[config.mk]
export PLATFORM = sky130hd
export DESIGN_NAME = sorted_key_table_top
export DESIGN_NICKNAME = d
export VERILOG_FILES = /design/src/hw/rtl/skt_pkg.sv /design/src/hw/rtl/sorted_key_table_top.sv /design/src/hw/rtl/skt_ram.sv /design/src/hw/rtl/skt_ctrl.sv /design/src/hw/rtl/skt_datapath.sv
export SDC_FILE = /design/constraint.sdc
export NUM_CORES = 1
export LEC_CHECK = 0
export BUFFER_PORTS_ARGS = -buffer_cell sky130_fd_sc_hd__buf_2
export CORE_AREA = 2 2 304 306
export DETAILED_ROUTE_END_ITERATION = 16
export DIE_AREA = 0 0 306 308
export PLACE_DENSITY = 0.67
export SLEW_MARGIN = 20
export SYNTH_ARGS = -nofsm -noshare
export SYNTH_HDL_FRONTEND = slang
export SYNTH_HIERARCHICAL = 1
export SYNTH_SLANG_ARGS = --single-unit
export TNS_END_PERCENT = 50
[constraint.sdc]
create_clock -name clk -period 7.1 [get_ports clk]
set_input_delay 1.42 -clock clk [delete_from_list [all_inputs] [get_ports clk]]
set_output_delay 1.42 -clock clk [all_outputs]
set_load 0.02 [all_outputs]
[src/hw/rtl/skt_pkg.sv]
// skt_pkg: shared types and codes for the sorted key table
// operation codes, item and result beats, controller state and handshake structs
// no dependencies
`timescale 1ns / 1ps

package skt_pkg;

	localparam int KEY_W     = 32;
	localparam int CNT_OUT_W = 5;

	typedef enum logic [1:0] {
		OP_INSERT    = 2'd0,
		OP_DEL_KEY   = 2'd1,
		OP_DEL_SCORE = 2'd2,
		OP_CLEAR     = 2'd3
	} op_t;

	typedef struct packed {
		op_t                     op;
		logic signed [KEY_W-1:0] key;
		logic signed [KEY_W-1:0] score_value;
	} item_t;

	typedef struct packed {
		logic                 success;
		logic [CNT_OUT_W-1:0] removed_count;
		logic [CNT_OUT_W-1:0] entry_count;
		logic                 is_empty;
	} result_t;

	typedef enum logic {
		ST_IDLE,
		ST_SCAN
	} state_t;

	typedef struct packed {
		logic load;
		logic step;
	} ctrl_cmd_t;

	typedef struct packed {
		logic finish;
	} ctrl_status_t;

endpackage

[src/hw/rtl/sorted_key_table_top.sv]
// sorted_key_table_top: table of key and score pairs kept in ascending key order
// depends on skt_pkg, skt_ctrl, skt_datapath, skt_ram
`timescale 1ns / 1ps

// An operation is accepted when start is high and busy is low. The block then
// walks its key and score memories one entry per cycle through a single read
// and a single write port. Busy stays high until the walk ends. Insert moves
// up each entry whose key is larger than the new key, then writes the new one.
// Delete by key walks every held entry when the key is present. When the key
// is absent, it stops at the first larger key, or walks every held entry if
// there is no larger key. Delete by score walks every held entry. Clear, or
// an insert into a full table, ends on its first scan step. The result beat
// appears on result with done high for exactly one cycle, the first cycle with
// busy low again. It cannot be held off, and the next start may be given in
// that same cycle. The counts on the result are reported modulo 32.
module sorted_key_table_top #(
	parameter int CAPACITY = 16
) (
	input  logic             clk,
	input  logic             arst_n,
	input  logic             start,
	input  skt_pkg::item_t   item,
	output logic             busy,
	output skt_pkg::result_t result,
	output logic             done
);

	import skt_pkg::*;

	ctrl_cmd_t    cmd;
	ctrl_status_t status;

	skt_ctrl u_ctrl (
		.clk    (clk),
		.arst_n (arst_n),
		.start  (start),
		.status (status),
		.cmd    (cmd),
		.busy   (busy)
	);

	skt_datapath #(.CAPACITY(CAPACITY)) u_datapath (
		.clk    (clk),
		.arst_n (arst_n),
		.cmd    (cmd),
		.item   (item),
		.status (status),
		.result (result),
		.done   (done)
	);

	a_accept_busy: assert property (@(posedge clk) disable iff (!arst_n)
		start && !busy |=> busy)
		else $error("accepted beat did not raise busy");

	a_done_after_busy: assert property (@(posedge clk) disable iff (!arst_n)
		done |-> $past(busy) && !busy)
		else $error("result beat not at end of an operation");

	a_fail_removes_none: assert property (@(posedge clk) disable iff (!arst_n)
		done && !result.success |-> result.removed_count == '0)
		else $error("failed operation reported removed entries");

endmodule

[src/hw/rtl/skt_ram.sv]
// skt_ram: generic single write port, single read port ram with registered read
// no dependencies
`timescale 1ns / 1ps

module skt_ram #(
	parameter int WIDTH = 32,
	parameter int DEPTH = 16,
	localparam int AW   = (DEPTH > 1) ? $clog2(DEPTH) : 1
) (
	input  logic             clk,
	input  logic             we,
	input  logic [AW-1:0]    waddr,
	input  logic [WIDTH-1:0] wdata,
	input  logic [AW-1:0]    raddr,
	output logic [WIDTH-1:0] rdata
);

	logic [WIDTH-1:0] mem_q [DEPTH];
	logic [WIDTH-1:0] rdata_q;

	always_ff @(posedge clk) begin
		if (we) begin
			mem_q[waddr] <= wdata;
		end
		rdata_q <= mem_q[raddr];
	end

	assign rdata = rdata_q;

endmodule

[src/hw/rtl/skt_ctrl.sv]
// skt_ctrl: sequencer for the sorted key table
// depends on skt_pkg for state and command types
`timescale 1ns / 1ps

module skt_ctrl (
	input  logic                  clk,
	input  logic                  arst_n,
	input  logic                  start,
	input  skt_pkg::ctrl_status_t status,
	output skt_pkg::ctrl_cmd_t    cmd,
	output logic                  busy
);

	import skt_pkg::*;

	state_t state_q;
	state_t state_d;

	always_ff @(posedge clk or negedge arst_n) begin
		if (!arst_n) begin
			state_q <= ST_IDLE;
		end else begin
			state_q <= state_d;
		end
	end

	always_comb begin
		state_d = state_q;
		unique case (state_q)
			ST_IDLE: begin
				if (start) begin
					state_d = ST_SCAN;
				end
			end
			ST_SCAN: begin
				if (status.finish) begin
					state_d = ST_IDLE;
				end
			end
			default: state_d = ST_IDLE;
		endcase
	end

	always_comb begin
		cmd  = '0;
		busy = 1'b0;
		unique case (state_q)
			ST_IDLE: begin
				cmd.load = start;
			end
			ST_SCAN: begin
				busy     = 1'b1;
				cmd.step = 1'b1;
			end
			default: begin
				busy = 1'b0;
			end
		endcase
	end

endmodule

[src/hw/rtl/skt_datapath.sv]
// skt_datapath: entry stores, scan counters, compare and result registers
// depends on skt_pkg and skt_ram
`timescale 1ns / 1ps

module skt_datapath #(
	parameter int CAPACITY = 16
) (
	input  logic                  clk,
	input  logic                  arst_n,
	input  skt_pkg::ctrl_cmd_t    cmd,
	input  skt_pkg::item_t        item,
	output skt_pkg::ctrl_status_t status,
	output skt_pkg::result_t      result,
	output logic                  done
);

	import skt_pkg::*;

	localparam int AW = (CAPACITY > 1) ? $clog2(CAPACITY) : 1;
	localparam int CW = $clog2(CAPACITY + 1);
	localparam logic [CW-1:0] CAP = CW'(CAPACITY);
	localparam logic [CW-1:0] ONE = CW'(1);
	localparam logic [CW-1:0] TWO = CW'(2);

	logic [CW-1:0]          fill_q;
	logic [CW-1:0]          fill_d;
	op_t                    op_q;
	logic signed [KEY_W-1:0] key_q;
	logic signed [KEY_W-1:0] score_q;
	logic [CW-1:0]          idx_q;
	logic [CW-1:0]          idx_d;
	logic [CW-1:0]          wr_q;
	logic [CW-1:0]          wr_d;
	logic                   found_q;
	logic                   found_d;
	logic [CW-1:0]          removed_q;
	logic [CW-1:0]          removed_d;
	result_t                result_q;
	logic                   done_q;

	logic                   we;
	logic [CW-1:0]          waddr;
	logic [KEY_W-1:0]       wkey;
	logic [KEY_W-1:0]       wscore;
	logic [CW-1:0]          raddr;
	logic [KEY_W-1:0]       rkey;
	logic [KEY_W-1:0]       rscore;
	logic                   finish;
	logic                   success;
	logic                   drop;
	logic                   key_gt;

	skt_ram #(.WIDTH(KEY_W), .DEPTH(CAPACITY)) u_key_ram (
		.clk   (clk),
		.we    (we),
		.waddr (waddr[AW-1:0]),
		.wdata (wkey),
		.raddr (raddr[AW-1:0]),
		.rdata (rkey)
	);

	skt_ram #(.WIDTH(KEY_W), .DEPTH(CAPACITY)) u_score_ram (
		.clk   (clk),
		.we    (we),
		.waddr (waddr[AW-1:0]),
		.wdata (wscore),
		.raddr (raddr[AW-1:0]),
		.rdata (rscore)
	);

	assign key_gt = $signed(rkey) > key_q;

	always_comb begin
		fill_d    = fill_q;
		idx_d     = idx_q;
		wr_d      = wr_q;
		found_d   = found_q;
		removed_d = removed_q;
		we        = 1'b0;
		waddr     = idx_q;
		wkey      = rkey;
		wscore    = rscore;
		finish    = 1'b0;
		success   = 1'b0;
		drop      = 1'b0;
		raddr     = '0;

		if (cmd.load) begin
			raddr = (item.op == OP_INSERT) ? (fill_q - ONE) : '0;
		end else if (op_q == OP_INSERT) begin
			raddr = idx_q - TWO;
		end else begin
			raddr = idx_q + ONE;
		end

		if (cmd.step) begin
			unique case (op_q)
				OP_INSERT: begin
					if (fill_q == CAP) begin
						finish = 1'b1;
					end else if (idx_q == '0 || !key_gt) begin
						we      = 1'b1;
						wkey    = key_q;
						wscore  = score_q;
						finish  = 1'b1;
						success = 1'b1;
						fill_d  = fill_q + ONE;
					end else begin
						we    = 1'b1;
						idx_d = idx_q - ONE;
					end
				end
				OP_DEL_KEY, OP_DEL_SCORE: begin
					if (idx_q == fill_q) begin
						finish  = 1'b1;
						fill_d  = wr_q;
						success = removed_q != '0;
					end else if (op_q == OP_DEL_KEY && !found_q && key_gt) begin
						finish = 1'b1;
					end else begin
						if (op_q == OP_DEL_KEY) begin
							drop = !found_q && (rkey == key_q);
						end else begin
							drop = rscore == score_q;
						end
						idx_d = idx_q + ONE;
						if (drop) begin
							found_d   = 1'b1;
							removed_d = removed_q + ONE;
						end else begin
							we    = 1'b1;
							waddr = wr_q;
							wr_d  = wr_q + ONE;
						end
					end
				end
				OP_CLEAR: begin
					finish    = 1'b1;
					success   = 1'b1;
					removed_d = fill_q;
					fill_d    = '0;
				end
				default: finish = 1'b1;
			endcase
		end
	end

	always_ff @(posedge clk or negedge arst_n) begin
		if (!arst_n) begin
			fill_q  <= '0;
			done_q  <= 1'b0;
			found_q <= 1'b0;
		end else begin
			done_q <= cmd.step && finish;
			if (cmd.load) begin
				found_q <= 1'b0;
			end else if (cmd.step) begin
				fill_q  <= fill_d;
				found_q <= found_d;
			end
		end
	end

	always_ff @(posedge clk) begin
		if (cmd.load) begin
			op_q      <= item.op;
			key_q     <= item.key;
			score_q   <= item.score_value;
			idx_q     <= (item.op == OP_INSERT) ? fill_q : '0;
			wr_q      <= '0;
			removed_q <= '0;
		end else if (cmd.step) begin
			idx_q     <= idx_d;
			wr_q      <= wr_d;
			removed_q <= removed_d;
		end
		if (cmd.step && finish) begin
			result_q.success       <= success;
			result_q.removed_count <= CNT_OUT_W'(removed_d);
			result_q.entry_count   <= CNT_OUT_W'(fill_d);
			result_q.is_empty      <= fill_d == '0;
		end
	end

	assign status.finish = finish;
	assign result        = result_q;
	assign done          = done_q;

endmodule

==> qor.csv <==
metric;value;unit
critPathMaxStageDelay;770;ps
worstPathArrival;5930;ps
cts-resized-gates;0;
setup_viol;0;
wirelength;99.1;mm
cp-startpoint;u_datapath/key_q[14];
yosysWarnings;6;
clock_sinks;1189;
synth_nets;2370;
layout.cells.non_filler;3688;
nets;2516;
async_reset_ff_share;0.673;%
antennaDiodeCount;0;
crit_top_cell;nor2_1;
start_kind;register;
drtIter0Drc;2259;
drv_slew;0;
p_leak;17.2;nW
via_per_inst;6.04;
antenna_found_initial;1;
die_w;306;um
clk_latency;700;ps
r2r_cells;14;
finalHoldViolations;0;
ff_latch_area;0.0349;mm2
fin_crit_sh;79.0;%
grt_pass1_vias;23259;
grt_pass1_wl;148;mm
clockBufferDepth;3;
initial_core_util;50.7;%
total_power;25.4;mW
grt_max_degree;171;
crit_type;reg -> reg;
synth_seq_cells;1189;
crit_family;simple AND/OR/NAND/NOR gates;
timing.rr.end;u_datapath/u_score_ram/mem_q[15][2];
dp_cells;3468;
reg2reg_slack;1490;ps
cp-end-kind;register;
fillers;6525;
max-vdd-ir-drop;0.516;mV
ant_nets;0;
track_usage;21.2;%
slowest_stage;a2111oi_0;
row_count;111;
ctsRootBufferMaster;clkbuf_16;
path_buf_inv;2;
worstSetupPathDepth;14;
coreArea;0.0910;mm2
tns;0;ps
setup_ws;1490;ps
status;finished clean;
wl_per_cell;26.9;um
avgSynthCellArea;20.4;um2
synth_edf_count;1107;
grt_overflow;0;
htree_levels;3;
powerDensity;486;mW/mm2
yosysUniqueCellTypes;63;
synth_area;0.0461;mm2
drt_pass1_iterations;5;
fmax;178;MHz
reg2reg_from;u_datapath/key_q[14];
cts_made_buffers;116;
cp_cell_sequence;inv_1, ha_1, nand4_1, nor4_1, a21boi_0, a2111oi_0, and4_1, o31ai_2, nor2_1, a21oi_1, nor2_1, nand3_1, nor2_4, buf_4;
post-route-min-period;5610;ps
ios;83;
num_vias;22265;
die_area;0.0942;mm2
dpl_cell_area;0.0484;mm2
maxSlewHeadroom;22.9;%
globalplace.congestion;0.795;
min_path_type;reg -> reg;
io_buffers;82;
die_h;308;um
ctsHoldBuffers;0;
maxCapViolCount;0;
synthFlopType;edfxtp_1;
dpl.hpwl;57.8;mm
fin_worst_skew;34.0;ps
area_growth;13.6;%
multi_input_area;0.0107;mm2
design_area;0.0523;mm2
critical_path_required;7420;ps
clk_pin_slew;60;ps
rsz0062_at_grt;false;
setup.worst_path.end;u_datapath/u_score_ram/mem_q[15][2];
post_route_cells_drive_above_1_share;26.1;%
synthCells;2255;
cp_max_fo;21;
tightestPinTransition;1150;ps
seq_area_frac_synth;75.8;%
pre_cts_ws;1490;ps
postCtsSetupBuffers;0;
drc_errors;0;
cts_tree;yes;
## stage by stage
stage / hold slack, ps / util (%)
5_1_grt: 544 / 57.5
4_1_cts: 525 / 57.5
6_report: 543 / 57.5
3_5_place_dp: 526 / 53.2
3_3_place_gp: 495 / 53.0
2_1_floorplan: 463 / -
## layout make-up
| type | instances | share of cell area (%) |
|---|---|---|
| inverters | 49 | 0.351 |
| clock inverters | 73 | 1.48 |
| clock buffers | 146 | 6.06 |
| well taps | 1186 | 2.84 |
| flip-flops and latches | 1189 | 66.7 |
| multi-input cells | 905 | 20.5 |
| repair buffers | 140 | 2.01 |
## power by group
part           switching (mW)  internal [mW]  total [mW]
logic                    5.43           3.37        8.80
registers               0.392           9.95        10.3
clock network            2.57           3.70        6.27
## flip-flops by register name, indices dropped and copies added, names as in the netlist, 2 cells and up
name                          flops
u_datapath/u_key_ram/mem_q      512
u_datapath/u_score_ram/mem_q    512
u_datapath/key_q                 32
u_datapath/score_q               32
u_datapath/u_key_ram/rdata       32
u_datapath/u_score_ram/rdata     32
u_datapath/result                12
u_datapath/fill_q                 5
u_datapath/idx_q                  5
u_datapath/removed_q              5
u_datapath/wr_q                   5
u_datapath/op_q                   2
## cell usage after synthesis (all sizes together), types with 2 or more instances
cell type	n	area [um2]
nand3b	5	37.5
mux2i	6	60.1
ha	46	576
a2bb2oi	3	26.3
nand3	14	70.1
mux2	65	732
a22o	2	17.5
dfxtp	74	1480
a32oi	3	26.3
or3b	2	17.5
xnor2	15	131
o311a	2	20.0
a21oi	20	100
nor4	10	68.8
o211ai	2	15.0
nor2b	16	100
edfxtp	1107	33200
buf	62	369
a211oi	2	15.0
clkbuf	50	188
o2bb2ai	2	17.5
nor2	51	191
mux4	256	5770
and4	4	35.0
inv	49	184
o21ai	31	155
a22oi	130	976
nor4b	2	17.5
a221o	2	20.0
nand2b	9	56.3
o21a	4	30.0
xor2	35	307
dfrtp	8	200
o22ai	9	56.3
nand2	100	375
nor3	21	121
a41oi	2	17.5
and2	6	37.5
nand4	10	62.6
a31oi	2	12.5
## cell families (layout without fill, tap and decap cells)
family	count (synthesis)	in the layout	synth area share, %
flops	1189	1189	75.8
mux	327	327	14.2
simple gates	257	257	2.74
compound gates	225	225	3.44
buf+inv	161	408	1.61
xor+xnor	50	50	0.950
fa+ha+maj	46	46	1.25
## routing by layer
metal  vias up  part of all wire [%]  GRT usage (%)
li1       9571                     -              -
met1     11728                    41           28.6
met2       805                    51           35.9
met3       161                   6.1           3.27
met4         0                   2.7           6.56
met5         -                     0              0
## worst min path at each step
stage | end | from | depth (start not counted)
after floorplan | u_datapath/found_q | u_datapath/found_q | 2
after global placement | u_datapath/found_q | u_datapath/found_q | 2
after detailed placement | u_datapath/found_q | u_datapath/found_q | 2
after CTS | u_datapath/done | arst_n | 1
after global routing | u_datapath/done | arst_n | 1
final | u_datapath/removed_q[0] | u_datapath/removed_q[0] | 2
## cell usage in the layout, fill, tap and decap left out, types with 44 or more instances in the layout
master | synthesis | layout
edfxtp_1 | 1107 | 1107
mux4_2 | 256 | 256
a22oi_1 | 130 | 130
clkbuf_16 | 0 | 119
nand2_1 | 100 | 99
buf_2 | 16 | 82
dfxtp_1 | 74 | 74
mux2_1 | 50 | 50
inv_1 | 49 | 49
ha_1 | 46 | 46
buf_4 | 19 | 44
## worst register-to-register path: stages, from the launching register on
cell and delay [ps]:
edfxtp_1 350, inv_1 50, ha_1 310, nand4_1 190, nor4_1 120, a21boi_0 130
a2111oi_0 770, and4_1 580, o31ai_2 180, nor2_1 570, a21oi_1 110, nor2_1 390
nand3_1 380, nor2_4 590, buf_4 510
(Power assumes the default switching activity.)
